## src/hdl/pee_pkg.sv

```systemverilog
// shared types and constants of the postfix expression evaluator
// no dependencies; imported by every module of the block except pee_ram
`timescale 1ns / 1ps

package pee_pkg;

	localparam int DATA_W      = 32;
	localparam int QUEUE_DEPTH = 4;

	// character codes
	localparam logic [7:0] CHAR_ZERO  = 8'h30;
	localparam logic [7:0] CHAR_NINE  = 8'h39;
	localparam logic [7:0] CHAR_PLUS  = 8'h2B;
	localparam logic [7:0] CHAR_MINUS = 8'h2D;
	localparam logic [7:0] CHAR_STAR  = 8'h2A;
	localparam logic [7:0] CHAR_SLASH = 8'h2F;

	typedef enum logic [1:0] {
		OP_ADD,
		OP_SUB,
		OP_MUL,
		OP_DIV
	} op_t;

	typedef enum logic [2:0] {
		ERR_OK        = 3'd0,
		ERR_UNDERFLOW = 3'd1,
		ERR_OVERFLOW  = 3'd2,
		ERR_DIVZERO   = 3'd3,
		ERR_EMPTY     = 3'd4
	} err_t;

	// one command from the front end: optional push, optional operator, optional end
	typedef struct packed {
		logic              push;
		logic [DATA_W-1:0] num;
		logic              op_en;
		op_t               op;
		logic              fin;
	} cmd_t;

	typedef enum logic [2:0] {
		S_IDLE,
		S_PUSH,
		S_OPRD,
		S_OPEX,
		S_DIV,
		S_END
	} state_t;

endpackage

```

## src/hdl/pee_ram.sv

```systemverilog
// generic single-write, single-read ram with registered read data
// no dependencies
`timescale 1ns / 1ps

module pee_ram #(
	parameter int WIDTH = 32,
	parameter int DEPTH = 64
) (
	input  logic                     clk,
	input  logic                     we,
	input  logic [$clog2(DEPTH)-1:0] waddr,
	input  logic [WIDTH-1:0]         wdata,
	input  logic                     re,
	input  logic [$clog2(DEPTH)-1:0] raddr,
	output logic [WIDTH-1:0]         rdata
);

	logic [WIDTH-1:0] mem_q [DEPTH];

	// write port
	always_ff @(posedge clk) begin
		if (we) begin
			mem_q[waddr] <= wdata;
		end
	end

	// registered read port
	always_ff @(posedge clk) begin
		if (re) begin
			rdata <= mem_q[raddr];
		end
	end

endmodule

```

## src/hdl/pee_div.sv

```systemverilog
// iterative unsigned divider, one quotient bit per cycle
// depends on pee_pkg for the data width
`timescale 1ns / 1ps

module pee_div (
	input  logic                      clk,
	input  logic                      arst_n,
	input  logic                      start,
	input  logic [pee_pkg::DATA_W-1:0] dividend,
	input  logic [pee_pkg::DATA_W-1:0] divisor,
	output logic                      done,
	output logic [pee_pkg::DATA_W-1:0] quotient
);

	import pee_pkg::*;

	localparam int SW = $clog2(DATA_W);

	logic              busy_q;
	logic              done_q;
	logic [SW-1:0]     step_q;
	logic [DATA_W-1:0] rem_q;
	logic [DATA_W-1:0] quo_q;
	logic [DATA_W-1:0] dsr_q;
	logic [DATA_W:0]   shifted;
	logic [DATA_W:0]   diff;

	// trial subtraction of one restoring step
	assign shifted = {rem_q, quo_q[DATA_W-1]};
	assign diff    = shifted - {1'b0, dsr_q};

	// control
	always_ff @(posedge clk or negedge arst_n) begin
		if (!arst_n) begin
			busy_q <= 1'b0;
			done_q <= 1'b0;
			step_q <= '0;
		end else begin
			done_q <= 1'b0;
			if (start) begin
				busy_q <= 1'b1;
				step_q <= SW'(DATA_W - 1);
			end else if (busy_q) begin
				step_q <= step_q - 1'b1;
				if (step_q == '0) begin
					busy_q <= 1'b0;
					done_q <= 1'b1;
				end
			end
		end
	end

	// datapath
	always_ff @(posedge clk) begin
		if (start) begin
			rem_q <= '0;
			quo_q <= dividend;
			dsr_q <= divisor;
		end else if (busy_q) begin
			rem_q <= diff[DATA_W] ? shifted[DATA_W-1:0] : diff[DATA_W-1:0];
			quo_q <= {quo_q[DATA_W-2:0], ~diff[DATA_W]};
		end
	end

	assign done     = done_q;
	assign quotient = quo_q;

endmodule

```

## src/hdl/pee_fifo.sv

```systemverilog
// short command queue between front end and back end
// depends on pee_pkg for the command type and queue depth
`timescale 1ns / 1ps

module pee_fifo (
	input  logic          clk,
	input  logic          arst_n,
	input  logic          wr,
	input  pee_pkg::cmd_t wdata,
	input  logic          rd,
	output pee_pkg::cmd_t rdata,
	output logic          full,
	output logic          empty
);

	import pee_pkg::*;

	localparam int PW = $clog2(QUEUE_DEPTH);
	localparam int CW = $clog2(QUEUE_DEPTH + 1);

	cmd_t          mem_q [QUEUE_DEPTH];
	logic [PW-1:0] wr_ptr_q;
	logic [PW-1:0] rd_ptr_q;
	logic [CW-1:0] cnt_q;
	logic          do_wr;
	logic          do_rd;

	assign full  = (cnt_q == CW'(QUEUE_DEPTH));
	assign empty = (cnt_q == '0);
	assign do_wr = wr && !full;
	assign do_rd = rd && !empty;
	assign rdata = mem_q[rd_ptr_q];

	// pointers and fill count
	always_ff @(posedge clk or negedge arst_n) begin
		if (!arst_n) begin
			wr_ptr_q <= '0;
			rd_ptr_q <= '0;
			cnt_q    <= '0;
		end else begin
			if (do_wr) begin
				wr_ptr_q <= (wr_ptr_q == PW'(QUEUE_DEPTH - 1)) ? '0 : wr_ptr_q + 1'b1;
			end
			if (do_rd) begin
				rd_ptr_q <= (rd_ptr_q == PW'(QUEUE_DEPTH - 1)) ? '0 : rd_ptr_q + 1'b1;
			end
			case ({do_wr, do_rd})
				2'b10:   cnt_q <= cnt_q + 1'b1;
				2'b01:   cnt_q <= cnt_q - 1'b1;
				default: cnt_q <= cnt_q;
			endcase
		end
	end

	// storage
	always_ff @(posedge clk) begin
		if (do_wr) begin
			mem_q[wr_ptr_q] <= wdata;
		end
	end

	a_cnt_bound: assert property (@(posedge clk) disable iff (!arst_n)
		cnt_q <= CW'(QUEUE_DEPTH))
		else $error("queue fill count beyond depth");

	a_ptr_gap: assert property (@(posedge clk) disable iff (!arst_n)
		(cnt_q == '0) |-> (wr_ptr_q == rd_ptr_q))
		else $error("empty queue with pointers apart");

	a_wr_count: assert property (@(posedge clk) disable iff (!arst_n)
		(do_wr && !do_rd) |=> (cnt_q == $past(cnt_q) + 1'b1))
		else $error("write without count increment");

endmodule

```

## src/hdl/pee_front.sv

```systemverilog
// front end: accepts characters, builds decimal numbers, emits stack commands
// depends on pee_pkg for character codes and the command type
`timescale 1ns / 1ps

module pee_front (
	input  logic          clk,
	input  logic          arst_n,
	input  logic          in_valid,
	output logic          in_ready,
	input  logic [7:0]    char_byte,
	input  logic          last_char,
	output logic          q_wr,
	output pee_pkg::cmd_t q_wdata,
	input  logic          q_full
);

	import pee_pkg::*;

	logic [DATA_W-1:0] acc_q;
	logic              open_q;
	logic              accept;
	logic              is_digit;
	logic              is_op;
	logic [DATA_W-1:0] acc_next;
	cmd_t              cmd;

	assign in_ready = !q_full;
	assign accept   = in_valid && in_ready;

	// classify the character
	assign is_digit = (char_byte >= CHAR_ZERO) && (char_byte <= CHAR_NINE);
	assign is_op    = (char_byte == CHAR_PLUS) || (char_byte == CHAR_MINUS) ||
	                  (char_byte == CHAR_STAR) || (char_byte == CHAR_SLASH);

	// acc * 10 + digit, wrapping
	assign acc_next = {acc_q[DATA_W-4:0], 3'b000} + {acc_q[DATA_W-2:0], 1'b0} +
	                  DATA_W'(char_byte - CHAR_ZERO);

	// build the command for this transaction
	always_comb begin
		cmd       = '0;
		cmd.fin   = last_char;
		if (is_digit) begin
			cmd.push = last_char;
			cmd.num  = acc_next;
		end else begin
			cmd.push  = open_q;
			cmd.num   = acc_q;
			cmd.op_en = is_op;
			case (char_byte)
				CHAR_PLUS:  cmd.op = OP_ADD;
				CHAR_MINUS: cmd.op = OP_SUB;
				CHAR_STAR:  cmd.op = OP_MUL;
				default:    cmd.op = OP_DIV;
			endcase
		end
	end

	assign q_wr    = accept && (cmd.push || cmd.op_en || cmd.fin);
	assign q_wdata = cmd;

	// digit run state
	always_ff @(posedge clk or negedge arst_n) begin
		if (!arst_n) begin
			acc_q  <= '0;
			open_q <= 1'b0;
		end else if (accept) begin
			if (is_digit && !last_char) begin
				acc_q  <= acc_next;
				open_q <= 1'b1;
			end else begin
				acc_q  <= '0;
				open_q <= 1'b0;
			end
		end
	end

endmodule

```

## src/hdl/pee_back.sv

```systemverilog
// back end: stack sequencer with top-of-stack register, stack ram and divider
// depends on pee_pkg, pee_ram and pee_div
`timescale 1ns / 1ps

module pee_back #(
	parameter int STACK_DEPTH = 64
) (
	input  logic                       clk,
	input  logic                       arst_n,
	input  pee_pkg::cmd_t              q_rdata,
	input  logic                       q_empty,
	output logic                       q_rd,
	output logic                       out_valid,
	input  logic                       out_ready,
	output logic signed [pee_pkg::DATA_W-1:0] value,
	output logic [2:0]                 error_code
);

	import pee_pkg::*;

	localparam int CW = $clog2(STACK_DEPTH + 1);
	localparam int AW = $clog2(STACK_DEPTH);

	state_t            state_q;
	state_t            state_nxt;
	cmd_t              cmd_q;
	logic [CW-1:0]     cnt_q;
	logic [DATA_W-1:0] tos_q;
	err_t              err_q;
	logic              neg_q;
	logic              out_valid_q;
	logic [DATA_W-1:0] value_q;
	err_t              code_q;

	logic [CW-1:0]     cnt_m1;
	logic [CW-1:0]     cnt_m2;
	logic              stack_full;
	logic              too_few;
	logic              out_free;
	logic              ram_we;
	logic              ram_re;
	logic [AW-1:0]     ram_waddr;
	logic [AW-1:0]     ram_raddr;
	logic [DATA_W-1:0] lhs;
	logic [DATA_W-1:0] op_res;
	logic [DATA_W-1:0] prod_lo;
	logic              div_start;
	logic              div_done;
	logic [DATA_W-1:0] div_quo;
	logic [DATA_W-1:0] lhs_mag;
	logic [DATA_W-1:0] rhs_mag;
	logic              rhs_zero;

	assign cnt_m1     = cnt_q - CW'(1);
	assign cnt_m2     = cnt_q - CW'(2);
	assign stack_full = (cnt_q == CW'(STACK_DEPTH));
	assign too_few    = (cnt_q < CW'(2));
	assign out_free   = !out_valid_q || out_ready;
	assign rhs_zero   = (tos_q == '0);

	// stack below the top entry
	pee_ram #(
		.WIDTH(DATA_W),
		.DEPTH(STACK_DEPTH)
	) u_stack (
		.clk  (clk),
		.we   (ram_we),
		.waddr(ram_waddr),
		.wdata(tos_q),
		.re   (ram_re),
		.raddr(ram_raddr),
		.rdata(lhs)
	);

	// magnitudes for the divider
	assign lhs_mag = lhs[DATA_W-1] ? (DATA_W'(0) - lhs) : lhs;
	assign rhs_mag = tos_q[DATA_W-1] ? (DATA_W'(0) - tos_q) : tos_q;

	pee_div u_div (
		.clk     (clk),
		.arst_n  (arst_n),
		.start   (div_start),
		.dividend(lhs_mag),
		.divisor (rhs_mag),
		.done    (div_done),
		.quotient(div_quo)
	);

	// add, subtract and low half of the product
	assign prod_lo = lhs * tos_q;
	always_comb begin
		case (cmd_q.op)
			OP_ADD:  op_res = lhs + tos_q;
			OP_SUB:  op_res = lhs - tos_q;
			OP_MUL:  op_res = prod_lo;
			default: op_res = '0;
		endcase
	end

	// next state
	always_comb begin
		state_nxt = state_q;
		case (state_q)
			S_IDLE: begin
				if (!q_empty) begin
					if (q_rdata.push) begin
						state_nxt = S_PUSH;
					end else if (q_rdata.op_en) begin
						state_nxt = S_OPRD;
					end else begin
						state_nxt = S_END;
					end
				end
			end
			S_PUSH: begin
				if (cmd_q.op_en) begin
					state_nxt = S_OPRD;
				end else if (cmd_q.fin) begin
					state_nxt = S_END;
				end else begin
					state_nxt = S_IDLE;
				end
			end
			S_OPRD: begin
				if (!too_few) begin
					state_nxt = S_OPEX;
				end else begin
					state_nxt = cmd_q.fin ? S_END : S_IDLE;
				end
			end
			S_OPEX: begin
				if (cmd_q.op == OP_DIV && !rhs_zero) begin
					state_nxt = S_DIV;
				end else begin
					state_nxt = cmd_q.fin ? S_END : S_IDLE;
				end
			end
			S_DIV: begin
				if (div_done) begin
					state_nxt = cmd_q.fin ? S_END : S_IDLE;
				end
			end
			S_END: begin
				if (out_free) begin
					state_nxt = S_IDLE;
				end
			end
			default: state_nxt = S_IDLE;
		endcase
	end

	// control outputs
	always_comb begin
		q_rd      = 1'b0;
		ram_we    = 1'b0;
		ram_re    = 1'b0;
		ram_waddr = cnt_m1[AW-1:0];
		ram_raddr = cnt_m2[AW-1:0];
		div_start = 1'b0;
		case (state_q)
			S_IDLE: q_rd = !q_empty;
			S_PUSH: ram_we = (cnt_q != '0) && !stack_full;
			S_OPRD: ram_re = !too_few;
			S_OPEX: div_start = (cmd_q.op == OP_DIV) && !rhs_zero;
			default: begin
				q_rd = 1'b0;
			end
		endcase
	end

	// stack state, errors and result register
	always_ff @(posedge clk or negedge arst_n) begin
		if (!arst_n) begin
			state_q     <= S_IDLE;
			cnt_q       <= '0;
			err_q       <= ERR_OK;
			out_valid_q <= 1'b0;
		end else begin
			state_q <= state_nxt;
			// a new result may replace the one taken at this edge
			if (state_q == S_END && out_free) begin
				out_valid_q <= 1'b1;
			end else if (out_ready) begin
				out_valid_q <= 1'b0;
			end
			case (state_q)
				S_PUSH: begin
					if (stack_full) begin
						if (err_q == ERR_OK) begin
							err_q <= ERR_OVERFLOW;
						end
					end else begin
						cnt_q <= cnt_q + 1'b1;
					end
				end
				S_OPRD: begin
					if (too_few && err_q == ERR_OK) begin
						err_q <= ERR_UNDERFLOW;
					end
				end
				S_OPEX: begin
					if (cmd_q.op != OP_DIV || rhs_zero) begin
						cnt_q <= cnt_m1;
					end
					if (cmd_q.op == OP_DIV && rhs_zero && err_q == ERR_OK) begin
						err_q <= ERR_DIVZERO;
					end
				end
				S_DIV: begin
					if (div_done) begin
						cnt_q <= cnt_m1;
					end
				end
				S_END: begin
					if (out_free) begin
						cnt_q <= '0;
						err_q <= ERR_OK;
					end
				end
				default: begin
					cnt_q <= cnt_q;
				end
			endcase
		end
	end

	// payload registers
	always_ff @(posedge clk) begin
		case (state_q)
			S_IDLE: begin
				if (!q_empty) begin
					cmd_q <= q_rdata;
				end
			end
			S_PUSH: begin
				if (!stack_full) begin
					tos_q <= cmd_q.num;
				end
			end
			S_OPEX: begin
				neg_q <= lhs[DATA_W-1] ^ tos_q[DATA_W-1];
				if (cmd_q.op != OP_DIV) begin
					tos_q <= op_res;
				end else if (rhs_zero) begin
					tos_q <= '0;
				end
			end
			S_DIV: begin
				if (div_done) begin
					tos_q <= neg_q ? (DATA_W'(0) - div_quo) : div_quo;
				end
			end
			S_END: begin
				if (out_free) begin
					value_q <= (cnt_q != '0) ? tos_q : '0;
					if (err_q != ERR_OK) begin
						code_q <= err_q;
					end else if (cnt_q == '0) begin
						code_q <= ERR_EMPTY;
					end else begin
						code_q <= ERR_OK;
					end
				end
			end
			default: begin
				neg_q <= neg_q;
			end
		endcase
	end

	assign out_valid  = out_valid_q;
	assign value      = value_q;
	assign error_code = code_q;

	a_cnt_bound: assert property (@(posedge clk) disable iff (!arst_n)
		cnt_q <= CW'(STACK_DEPTH))
		else $error("stack count beyond depth");

	a_opex_after_read: assert property (@(posedge clk) disable iff (!arst_n)
		(state_q == S_OPEX) |-> ($past(state_q) == S_OPRD))
		else $error("operator executed without operand read");

	a_opex_operands: assert property (@(posedge clk) disable iff (!arst_n)
		(state_q == S_OPEX) |-> (cnt_q >= CW'(2)))
		else $error("operator executed with fewer than two entries");

	a_div_done: assert property (@(posedge clk) disable iff (!arst_n)
		div_done |-> (state_q == S_DIV))
		else $error("divider finished outside of divide wait");

endmodule

```

## src/hdl/postfix_expression_evaluator_top.sv

```systemverilog
// Postfix expression evaluator. The front end takes one character per cycle
// while its four-entry command queue has room; it turns digit runs into numbers
// and hands push, operator and end commands to the back end. The back end sets
// the sustained rate: it reads a command in its idle state and works through it
// before it reads the next. A push passes the push state; + - * pass the operand
// read (one stack ram read) and execute states; a number closed by an operator
// passes all three; / then waits on a 32-step shift-subtract divider; the end of
// an expression passes the end state plus any wait for the result to be taken.
// One transaction with the final-character flag yields one result: the top of
// stack and an error code. The stack ram needs no clearing pass after reset.
// depends on pee_pkg, pee_front, pee_fifo and pee_back
`timescale 1ns / 1ps

module postfix_expression_evaluator_top #(
	parameter int STACK_DEPTH = 64
) (
	input  logic                              clk,
	input  logic                              arst_n,
	input  logic                              in_valid,
	output logic                              in_ready,
	input  logic [7:0]                        char_byte,
	input  logic                              last_char,
	output logic                              out_valid,
	input  logic                              out_ready,
	output logic signed [pee_pkg::DATA_W-1:0] value,
	output logic [2:0]                        error_code
);

	import pee_pkg::*;

	cmd_t q_wdata;
	cmd_t q_rdata;
	logic q_wr;
	logic q_rd;
	logic q_full;
	logic q_empty;

	// character classification and number building
	pee_front u_front (
		.clk      (clk),
		.arst_n   (arst_n),
		.in_valid (in_valid),
		.in_ready (in_ready),
		.char_byte(char_byte),
		.last_char(last_char),
		.q_wr     (q_wr),
		.q_wdata  (q_wdata),
		.q_full   (q_full)
	);

	// command queue
	pee_fifo u_fifo (
		.clk   (clk),
		.arst_n(arst_n),
		.wr    (q_wr),
		.wdata (q_wdata),
		.rd    (q_rd),
		.rdata (q_rdata),
		.full  (q_full),
		.empty (q_empty)
	);

	// stack execution and result
	pee_back #(
		.STACK_DEPTH(STACK_DEPTH)
	) u_back (
		.clk       (clk),
		.arst_n    (arst_n),
		.q_rdata   (q_rdata),
		.q_empty   (q_empty),
		.q_rd      (q_rd),
		.out_valid (out_valid),
		.out_ready (out_ready),
		.value     (value),
		.error_code(error_code)
	);

endmodule

```

## config.mk

```make
export PLATFORM = sky130hd
export DESIGN_NAME = postfix_expression_evaluator_top
export DESIGN_NICKNAME = d
export VERILOG_FILES = /design/src/hdl/pee_pkg.sv /design/src/hdl/pee_ram.sv /design/src/hdl/pee_div.sv /design/src/hdl/pee_fifo.sv /design/src/hdl/pee_front.sv /design/src/hdl/pee_back.sv /design/src/hdl/postfix_expression_evaluator_top.sv
export SDC_FILE = /design/constraint.sdc
export NUM_CORES = 2
export LEC_CHECK = 0
export BUFFER_PORTS_ARGS = -buffer_cell sky130_fd_sc_hd__buf_2
export CORE_UTILIZATION = 40
export CTS_BUF_LIST = sky130_fd_sc_hd__clkbuf_16
export CTS_CLUSTER_DIAMETER = 30
export CTS_CLUSTER_SIZE = 28
export DETAILED_ROUTE_END_ITERATION = 8
export PLACE_DENSITY = 0.66
export SLEW_MARGIN = 20
export SYNTH_ARGS = -nofsm -noshare
export SYNTH_HDL_FRONTEND = slang
export SYNTH_SLANG_ARGS = --single-unit
export TNS_END_PERCENT = 20
```

## constraint.sdc

```tcl
create_clock -name clk -period 8.16 [get_ports clk]
set_input_delay 0.408 -clock clk [delete_from_list [all_inputs] [get_ports clk]]
set_output_delay 0.408 -clock clk [all_outputs]
set_load 0.02 [all_outputs]
```

* Word-level counts from Yosys, hierarchy flattened *
Memory sizes are Yosys's and may differ from the RTL's. A register that Yosys moved wholly into a read port is not among the register bits.
Index checks and enable logic that the tools add are counted.
W data, S select, Z words.

word-level totals
  output and inout bits = 37
  register bits = 261
  bits in writable memories = 2196
  logic and storage cells = 186
  memories = 2
  input bits = 13

operators by class
  $mul = 1
  $add $sub $neg = 17
  mux-type cells = 60
  order comparisons = 3
  reduce and logical (&&, ||, !) cells = 47
  bitwise logic cells = 3
  equality and inequality tests = 29

memory list
  memory                words  bits a word  rd ports  clocked after memory_dff  write ports  line            text
  u_back.u_stack.mem_q  64     32           1         1                         1            pee_ram.sv:18   logic [WIDTH-1:0] mem_q [DEPTH];
  u_fifo.mem_q          4      37           1         0                         1            pee_fifo.sv:21  cmd_t mem_q [QUEUE_DEPTH];

operators with widths
  operator                 number
  $mux W32                 10
  $pmux W32 S3             2
  $add A32 B32 Y32         3
  $sub A1 B32 Y32 const A  3
  $mux W3                  16
  $mux W33                 1
  $sub A33 B32 Y33         1
  $eq A8 B6 Y1 const B     4
  $logic_not A32 Y1        1
  $mul A32 B32 Y32         1
  $sub A32 B32 Y32         1
  $mux W31                 1
  $mux W7                  4
  $pmux W7 S4              1
  $pmux W3 S6              1
  $mux W1                  17
  $logic_and A1 B1 Y1      12
  $ne A2 B1 Y1 const B     6
  $pmux W3 S4              1
  $eq A2 B2 Y1 const B     5
  $mux W5                  2
  $eq A3 B3 Y1 const B     3
  $logic_not A3 Y1         3
  $sub A8 B6 Y9 const B    1
  35 further kinds         60

* Depth between registers and ports, before layout *
  depth in word-level cells = 11
  gate-level depth with buffers = 28
  depth with buffers taken out = 25

* Hierarchy *
From an unflattened synthesis, not the netlist that was laid out.

unflattened totals
  cell total of the unflattened synthesis = 7463
  area, all modules = 119766.1 um^2

modules (own cells, without submodules)
  module     cells an instance  times used  area each (um^2)  sequential area each (um^2)
  pee_ram    3324               1           78835.6           62459.9
  pee_back   2828               1           25258.0           3448.3
  pee_div    596                1           5967.0            2737.6
  pee_fifo   233                1           5780.5            4619.4
  pee_front  482                1           3925.0            825.8

* Worst setup path before layout *
Ideal clock, no wire load.

  path type = register to register
  start = register u_back.tos_q[7]
  end = register u_back.tos_q[30] (data pin)
  data arrival time = 7.857 ns
  library setup time = 0.271 ns
  clock period less this slack = 8.128 ns
  path slack = 0.032 ns
  data required time = 7.889 ns
  buffers on the path = 3
  stages on the path, launching flop included = 27
  cell sequence = edfxtp_1 -> clkbuf_1 -> clkbuf_1 -> and2_1 -> fa_1 -> fa_1 -> fa_1 -> inv_1 -> fa_1 -> inv_1 -> fa_1 -> inv_1 -> fa_1 -> inv_1 -> fa_1 -> fa_1 -> ha_1 -> clkbuf_1 -> a21o_1 -> a21o_1 -> a2111oi_0 -> o32ai_1 -> nor2_1 -> a211oi_1 -> a211oi_1 -> mux2i_1 -> o211ai_1

on the way
  word-level cells in the longest chain between the ends = 4
  elaborated cells between the ends (all ways) = 6
  those cells by class = add/sub (2); mul (1); mux (3)

RTL lines
  what                                      line             text
  start, declared                           pee_back.sv:28   logic [DATA_W-1:0] tos_q;
  start signal, assigned                    pee_back.sv:237  tos_q <= cmd_q.num;
  start signal, assigned                    pee_back.sv:243  tos_q <= op_res;
  start signal, assigned                    pee_back.sv:250  tos_q <= neg_q ? (DATA_W'(0) - div_quo) : div_quo;
  $mul A32 B32 Y32 (tied with other cells)  pee_back.sv:90   assign prod_lo = lhs * tos_q;
  $pmux W32 S3 (*)                          pee_back.sv:92   case (cmd_q.op)
  $mux W32 (*)                              pee_back.sv:242  if (cmd_q.op != OP_DIV) begin
  $pmux W32 S3 (*)                          pee_back.sv:229  case (state_q)

Mark *: on every way between the ends. The rest lies on a longest branch, timed or not.
A chain may end at the register's enable or synchronous reset.

* Worst setup path after layout *
  start = register u_back.tos_q[6]
  end = register u_back.tos_q[29] (data pin)

The elaborated chain is that of the path after synthesis.

==> results_dict.tcl <==
set metrics [dict create \
    grt_usage_pct 22.15 \
    cp.arrival_ns 8.46 \
    synthArstFlopShare_pct 2.412 \
    grt_max_degree 114 \
    grt_setup_unrepaired "no" \
    syn2layout_area_growth_pct 18.08 \
    min_period_ns 7.817 \
    reg2reg_from "u_back.tos_q[6]" \
    tns_ns 0 \
    synth_seq_cells 2488 \
    grt_first_pass_wirelength_mm 483.3 \
    fin_util_pct 47.64 \
    dp.cells 10920 \
    critPathLaunch "u_back.tos_q[6]" \
    postSynthCellCount 7073 \
    hold_slack_ns 0.1028 \
    tightest_slew_ns 1.221 \
    synth_compound_area_share_pct 3.872 \
    yosysUniqueCellTypes 85 \
    drt-total-wl_mm 332.4 \
    n_fill_cell 24330 \
    synth_top_family_by_area "multiplexers" \
    port_buffers 49 \
    yosys.area_share.xor_xnor_pct 2.088 \
    cp-endpoint "u_back.tos_q[29]" \
    hold_path.class "in2reg" \
    synth-edff-count 2396 \
    worstPathRequired_ns 8.81 \
    core_um2 294800 \
    hold_viol 0 \
    slew_violations 0 \
    r2r-end "u_back.tos_q[29]" \
    synthesis.area_um2 119000 \
    cts_buffers 449 \
    drc 0 \
    setup_viol 0 \
    nets 8145 \
    insertion_delay_ns 1.05 \
    worst_path_max_delay_cell "edfxtp_1" \
    antenna_found_initial 15 \
    synth_ff_type "edfxtp_1" \
    slew_headroom_pct 16.25 \
    rows 199 \
    initial_core_util_pct 40.35 \
    drtPass1Iterations 6 \
    synthAdderAreaFrac_pct 9.898 \
    htree_levels 5 \
    clkSinkCount 2488 \
    wl_per_cell_um 28.31 \
    dieWidth_um 547.3 \
    status "completed" \
    cts_setup_buffers 0 \
    clock_skew_ns 0.1543 \
    place.detailed.hpwl_mm 201.5 \
    path_max_fanout 8 \
    synth_fp_nets 7763 \
    ys.warnings.count 0 \
    seq_area_frac_synth_pct 62.29 \
    die-area_um2 299600 \
    cts_tree "done" \
    syn_avg_cell_area_um2 16.82 \
    multiInputGateArea_um2 42260 \
    yosys.area_share.simple_pct 5.510 \
    cp_cell_sequence "and2_1, fa_1, fa_1, fa_1, inv_1, fa_1, inv_1, fa_1, inv_1, fa_1, inv_1, fa_1, fa_1, ha_1, a211oi_1, nor3_1, a211oi_1, o21ai_0, o31ai_1, xor2_1, o221ai_1, a211o_1" \
    cpMostUsedCell "fa_1" \
    cap_violations 0 \
    fmax_mhz 127.9 \
    seq_area_um2 74100 \
    startpoint_type "flip-flop" \
    clk_pin_slew_ns 0.05 \
    cts_root_buf "clkbuf_16" \
    fin_crit_sh_pct 95.80 \
    grt-ovfl-total 0 \
    critical_path_class "reg2reg" \
    grt_pass1_vias 69550 \
    first_iter_violations 8260 \
    max_stage_delay_ns 0.56 \
    end_kind "flip-flop" \
    ioPinCount 50 \
    die_h_um 547.3 \
    synthMuxAreaShare_pct 13.62 \
    layout-drive-gt1-share_pct 23.85 \
    final_antenna_net_count 0 \
    fin_cells 11740 \
    vias 67400 \
    clk_path_buf_depth 4 \
    viasPerCell 5.741 \
    gp_congestion 0.9211 \
    r2r_cells 22 \
    ff2ff_setup_slack_ns 0.34 \
]
==> state kept, by name, indices dropped and copies added (netlist names), 5 cells and up <==
signal and cells:
u_front.acc_q 32, u_back.cnt_q 7, u_back.cmd_q 36, u_back.value 32, u_back.u_stack.mem_q 2048, u_back.u_div.dsr_q 32, u_back.u_div.step_q 5, u_back.u_stack.rdata 32
u_back.u_div.quotient 32, u_back.tos_q 32, u_back.u_div.rem_q 32, u_fifo.mem_q 148
==> per-stage QoR <==
step                worst slack (ns)  cell area (µm²)
floorplan                    0.03156           119000
global placement              0.4645           125300
detailed placement            0.3806           125400
CTS                           0.2054           140400
global route                 0.02892           140400
finish                        0.3430           140500
==> cells in the mapped netlist, types with 60 or more instances <==
| cell | number | share of area, % |
|---|---|---|
| o21ai_0 | 187 | 0.79 |
| xor2_1 | 116 | 0.85 |
| a21oi_1 | 103 | 0.43 |
| ha_1 | 237 | 2.5 |
| xnor2_1 | 165 | 1.2 |
| fa_1 | 440 | 7.4 |
| clkbuf_1 | 305 | 0.96 |
| and2_1 | 353 | 1.9 |
| mux4_2 | 692 | 13 |
| nand2_1 | 493 | 1.6 |
| dfrtp_1 | 60 | 1.3 |
| buf_1 | 68 | 0.21 |
| inv_1 | 480 | 1.5 |
| nor2_1 | 205 | 0.65 |
| edfxtp_1 | 2396 | 60 |
==> layout by cell type (no fill, tap or decap), drive strengths merged, types with 25 or more instances in the layout <==
cell         n
nor3        46
o21ai      191
fa         440
a21o        50
clkinvlp    47
clkinv     155
xor2       116
clkbuf     455
buf        303
a211oi      48
inv        585
dfrtp       60
bufinv      50
o31ai       43
a21oi      103
and2       353
a22o        27
dfxtp       32
or3         25
o21a        33
edfxtp    2396
nor2b       34
mux4       692
ha         237
xnor2      165
nand2      493
nor2       205
mux2i       39
nand3       35
a31oi       41
nand2b      28
==> worst max-delay path: cells and delay by family, from the launching register on <==
family	cells	cell delay, ns
and+or+nand+nor	2	0.34
AOI/OAI and AO/OA	6	1.81
buffers and inverters	4	0.22
xor gates and xnor gates	1	0.20
adders and majority gates	9	4.35
DFF	1	0.56
==> cell type report <==
class,instances,area share (%)
flip-flops and latches,2488,52.76
multi-input cells,3725,30.08
clock buffers,455,8.106
well taps,3919,3.491
clock inverters,356,2.556
repair buffers,310,1.708
inverters,481,1.285
diodes,6,0.01069
==> layer usage <==
| layer | up-vias | track usage (%) | wire length, µm |
|---|---|---|---|
| li1 | 27820 | - | - |
| met1 | 35380 | 30.39 | 133500 |
| met2 | 3552 | 34.47 | 153600 |
| met3 | 653 | 4.917 | 32540 |
| met4 | 2 | 8.640 | 12760 |
| met5 | - | 0 | 7 |
==> how the worst min path moves through the flow <==
stage | start | end | slack, ns | cells past startpoint
final | in_valid | u_front.acc_q[3] | 0.10 | 5
after global placement | arst_n | u_back.cnt_q[5] | 0.35 | 1
after detailed placement | arst_n | u_back.cnt_q[5] | 0.34 | 1
after CTS | in_valid | u_front.acc_q[3] | 0.06 | 5
after floorplan | arst_n | u_back.cnt_q[0] | 0.11 | 0
after global routing | in_valid | u_front.acc_q[3] | 0.11 | 5
==> kinds of logic (layout without fill, tap and decap cells) <==
group	count (synthesis)	count (layout)
flops	2488	2488
simple gates	1326	1326
buf+inv	860	1602
mux	751	751
compound gates	689	689
fa+ha+maj	677	677
xor+xnor	282	282
other cells	0	6
==> timing repair <==
action,CTS,global route
hold buffers,7,0
resized for setup,0,5
endpoints found under the hold margin,70,0
setup endpoints to repair,0,5
Power is left out: the tool's default activity adds up to more than one toggle a clock period on the data nets, which glitch-free logic cannot reach.
